## src/rtl/core/ptns_ram.sv

```systemverilog
// Generic single-port-write, single-port-read RAM with registered read data.
module ptns_ram #(
    parameter int unsigned WIDTH = 32,
    parameter int unsigned DEPTH = 64
) (
    input  logic                     i_clk,
    input  logic                     i_we,
    input  logic [$clog2(DEPTH)-1:0] i_waddr,
    input  logic [WIDTH-1:0]         i_wdata,
    input  logic [$clog2(DEPTH)-1:0] i_raddr,
    output logic [WIDTH-1:0]         o_rdata
);
    logic [WIDTH-1:0] r_mem [DEPTH];

    // write port and registered read port
    always_ff @(posedge i_clk) begin
        if (i_we) begin
            r_mem[i_waddr] <= i_wdata;
        end
        o_rdata <= r_mem[i_raddr];
    end
endmodule

```

## config.mk

```make
export PLATFORM = sky130hd
export DESIGN_NAME = ptns_ram
export DESIGN_NICKNAME = d
export VERILOG_FILES = /design/src/rtl/core/ptns_ram.sv
export SDC_FILE = /design/constraint.sdc
export NUM_CORES = 2
export LEC_CHECK = 0
export BUFFER_PORTS_ARGS = -buffer_cell sky130_fd_sc_hd__buf_2
export CAP_MARGIN = 20
export CORE_AREA = 3 3 327 393
export CTS_CLUSTER_DIAMETER = 50
export DETAILED_ROUTE_END_ITERATION = 8
export DIE_AREA = 0 0 330 396
export PLACE_DENSITY_LB_ADDON = 0.2
export SLEW_MARGIN = 15
export SYNTH_ARGS = -nofsm -noshare
export SYNTH_HDL_FRONTEND = slang
export SYNTH_SLANG_ARGS = --single-unit
```

## constraint.sdc

```tcl
create_clock -name i_clk -period 4.65 [get_ports i_clk]
set_input_delay 0.93 -clock i_clk [delete_from_list [all_inputs] [get_ports i_clk]]
set_output_delay 0.93 -clock i_clk [all_outputs]
set_load 0.005 [all_outputs]
```

==> key figures <==
Outcome
  • Run status: finished, final reports clean

STA
  • Post-route setup TNS: 0 ns
  • Max-slew violation count: 0
  • Period minus WS final: between 3 and 4 ns
  • FMAX: 302.2 MHz
  • Hold Vio Cnt, Final: 0
  • RSZ-0062 raised after global routing: no
  • Slew @ Worst Pin: about 1.1 ns
  • Setup Viol. Count Final: 0
  • Ratio of final minimum period to clock period: 0.7117
  • Worst slew margin: 0.2547
  • Clock skew: 0.02375 ns

Critical path
  • Worst path arrival time: a little under 4 ns
  • Critical path required time: about 5.3 ns
  • Critical Path Max Stage Delay: 0.73 ns
  • FF-to-FF Start: r_mem[63][18]$_DFFE_PP_
  • Cell repeated most along the worst path: nor2_1
  • Worst path bufs/invs: 2
  • Critical path class: primary input to register
  • Crit start category: primary input
  • Worst r2r path cells: 5
  • Worst r2r dst: o_rdata[18]$_DFF_P_
  • Slowest CP cell: a21oi_1
  • CP top delay family: compound AO/OA/AOI/OAI gates
  • Critical path cell sequence: buf_8 -> buf_4 -> mux4_2 -> o22ai_1 -> nor2_1 -> a21oi_1 -> nor2_1
  • Worst Path Max Fanout: between 50 and 60
  • Register-to-register setup slack: between 2 and 2.5 ns
  • CP Capture Type: register

Synth
  • Most frequent cell after synthesis: edfxtp_1
  • Syn nets: 3,370
  • Seq cells post-synth: ~2,100
  • Area of the mapped netlist: approximately 79,000 um^2
  • Register area share after synthesis: 0.7914
  • Synth warnings: 0
  • Syn_area_per_cell: roughly 24 um^2
  • Most area-consuming cells after synthesis: edfxtp_1, mux4_2, mux2i_1
  • Async set or reset register ratio after synthesis: 0
  • Number of library cell types mapped by synthesis: 34
  • Synth top cells by count: edfxtp_1, mux4_2, nor2_1
  • Post-synth EDFFs: slightly above 2,000
  • Top cell type's share of synthesized area: 0.7833
  • Area leader, netlist: edfxtp_1
  • Synth Instances: around 3,300
  • Synth Flop Type: edfxtp_1

Placement
  • GPL Wtd Cong: 0.8925
  • Half-perimeter wire length after placement: ~110 mm
  • Port Buffers: a little under 80

Clocking
  • Longest Clk Path Bufs: 3
  • Postcts setup bufs: 0
  • CTS Sinks: between 2,000 and 2,500
  • Cts hold-fix bufs: 0
  • Clock Root Buffer: clkbuf_16
  • Register clock-pin slew on the reported worst setup and hold paths: approximately 0.060 ns
  • CTS tree: done
  • Cts repair resizes: 0
  • H-tree depth: 4
  • CTS Buf Count: 190
  • Latest clock arrival within the worst-skew pair: ~0.8 ns

Detailed routing
  • Final wirelength: roughly 200 mm
  • Detailed-route via count: 37,895
  • Starting DRT DRC Count: about 5,700
  • Via density: 6.988
  • Post-route ant nets: 0
  • Routed WL per cell: 36.75 um
  • Drt pass-1 iters: 6
  • DRC: 0

Floorplan
  • # IOs: between 70 and 80
  • Core box area: 124,900 um^2
  • Die W: between 300 and 400 um
  • Die height: 396 um
  • Initial Util: 0.6286
  • Row cnt: roughly 140
  • Total die area: 130,700 um^2

Pwr
  • Switch Pwr: between 7 and 8 mW
  • Cell area power density: between 400 and 500 nW/um^2
  • Total power: 38.04 mW
  • Maximum VDD drop: a little under 0.4 mV
  • Clock share of power: 0.399
  • Sequential share of power: 0.548
  • Int Power: around 30 mW
  • LEAKAGE: 27.75 nW
  • Net Sw Frac: 0.2084
  • Combinational share of power: 0.053

Final layout
  • Layout Nets: 3,654
  • Area delta synth->final: 12.61%
  • Fillcell total: 6,984
  • Layout cell share with drive strength beyond 1: 0.3078

GRT
  • All-Layer GR Usage: 0.3145
  • GR Overflow Total: 0
  • Number of global-route vias before repair: 39,039
  • Pin count of the biggest net entering global routing: 71
  • Initial antenna violation count: 13
  • First-pass GRT wire length: 283.7 mm

Hold path
  • Worst Hold Launch: i_wdata[22]
  • Hold endpoint: r_mem[62][22]$_DFFE_PP_
  • Hold Crit Depth: 1
  • Hold crit path type: primary input to register

Run
  • Max_cap viols: 0
## per-layer routing
| layer | global-route usage | vias up | part of all wire |
|---|---|---|---|
| li1 | - | 14820 | - |
| met1 | 0.4208 | 20060 | 0.35 |
| met2 | 0.4936 | 2547 | 0.49 |
| met4 | 0.1458 | 10 | 0.054 |
| met5 | 0 | - | 0.00030 |
| met3 | 0.08316 | 458 | 0.11 |
## cell type report
class | count | area, um^2 | area share
well taps | 1656 | 2072 | 0.02343
multi-input cells | 1062 | 15970 | 0.1806
diodes | 2 | 5.005 | 0.00005661
clock inverters | 98 | 855.8 | 0.009679
clock buffers | 251 | 5201 | 0.05883
repair buffers | 274 | 2177 | 0.02462
flip-flops and latches | 2080 | 62140 | 0.7028
## flip-flops by register name, indices dropped and copies added (netlist names)
register,flops
r_mem,2048
o_rdata,32
## through the flow
step	util	hold WS [ns]	setup WS, ns	cells	area (um^2)
2_1_floorplan	-	0.6632	0.5602	3324	78520
3_3_place_gp	0.6591	0.7365	0.6051	5071	82330
3_5_place_dp	0.6591	0.7312	0.6126	5071	82330
4_1_cts	0.7076	0.3081	1.452	5420	88390
5_1_grt	0.7078	0.3259	1.216	5421	88410
6_report	0.7079	0.3641	1.340	5423	88420
## cell usage in the layout, fill, tap and decap left out, types with 3 or more instances in the layout
cell type and n:
o221ai_1 27, or3b_2 3, buf_2 71, nor2b_1 15, bufinv_16 14, or3_1 3
clkbuf_16 196, nor2_4 62, buf_12 22, a311oi_1 8, a21oi_1 62, a41o_1 4
nor3_1 5, buf_8 3, edfxtp_1 2048, nand3_1 5, dfxtp_1 32, nand2_1 26
mux2i_1 93, clkinv_2 43, inv_6 5, o32ai_1 4, nor2_1 75, buf_4 178
nand2b_1 8, clkbuf_8 9, clkinv_1 30, a22oi_1 12, clkbuf_1 46, o22ai_1 84
and3_1 4, clkinvlp_4 3, nand3b_1 5, mux4_2 544
## logic make-up (layout without fill, tap and decap cells)
family | Yosys count | after routing | share of synthesized area
multiplexers | 637 | 637 | 0.1679
other | 0 | 2 | 0
buffers and inverters | 182 | 623 | 0.01128
AO/OA/AOI/OAI | 202 | 202 | 0.01673
flip-flops | 2080 | 2080 | 0.7914
AND/OR/NAND/NOR | 223 | 223 | 0.01265
## power by group through the flow
stage	clock [mW]	combinational [mW]	sequential (mW)
global route	16.1	2.09	20.8
finish	15.2	2.01	20.9
detailed placement	0	1.98	21.2
floorplan	0	1.01	21.2
global placement	0	1.93	21.2
CTS	15.3	2.00	20.8
## worst max-delay path by stage
stage                from  cells past startpoint                     end
2_1_floorplan  i_waddr[3]                      4  r_mem[48][0]$_DFFE_PP_
3_3_place_gp   i_raddr[0]                      6     o_rdata[21]$_DFF_P_
3_5_place_dp   i_raddr[0]                      6     o_rdata[21]$_DFF_P_
4_1_cts        i_raddr[0]                      6     o_rdata[21]$_DFF_P_
5_1_grt        i_raddr[0]                      7     o_rdata[13]$_DFF_P_
6_report       i_raddr[0]                      7     o_rdata[13]$_DFF_P_
Note: power is estimated with default switching activity, not from simulation.
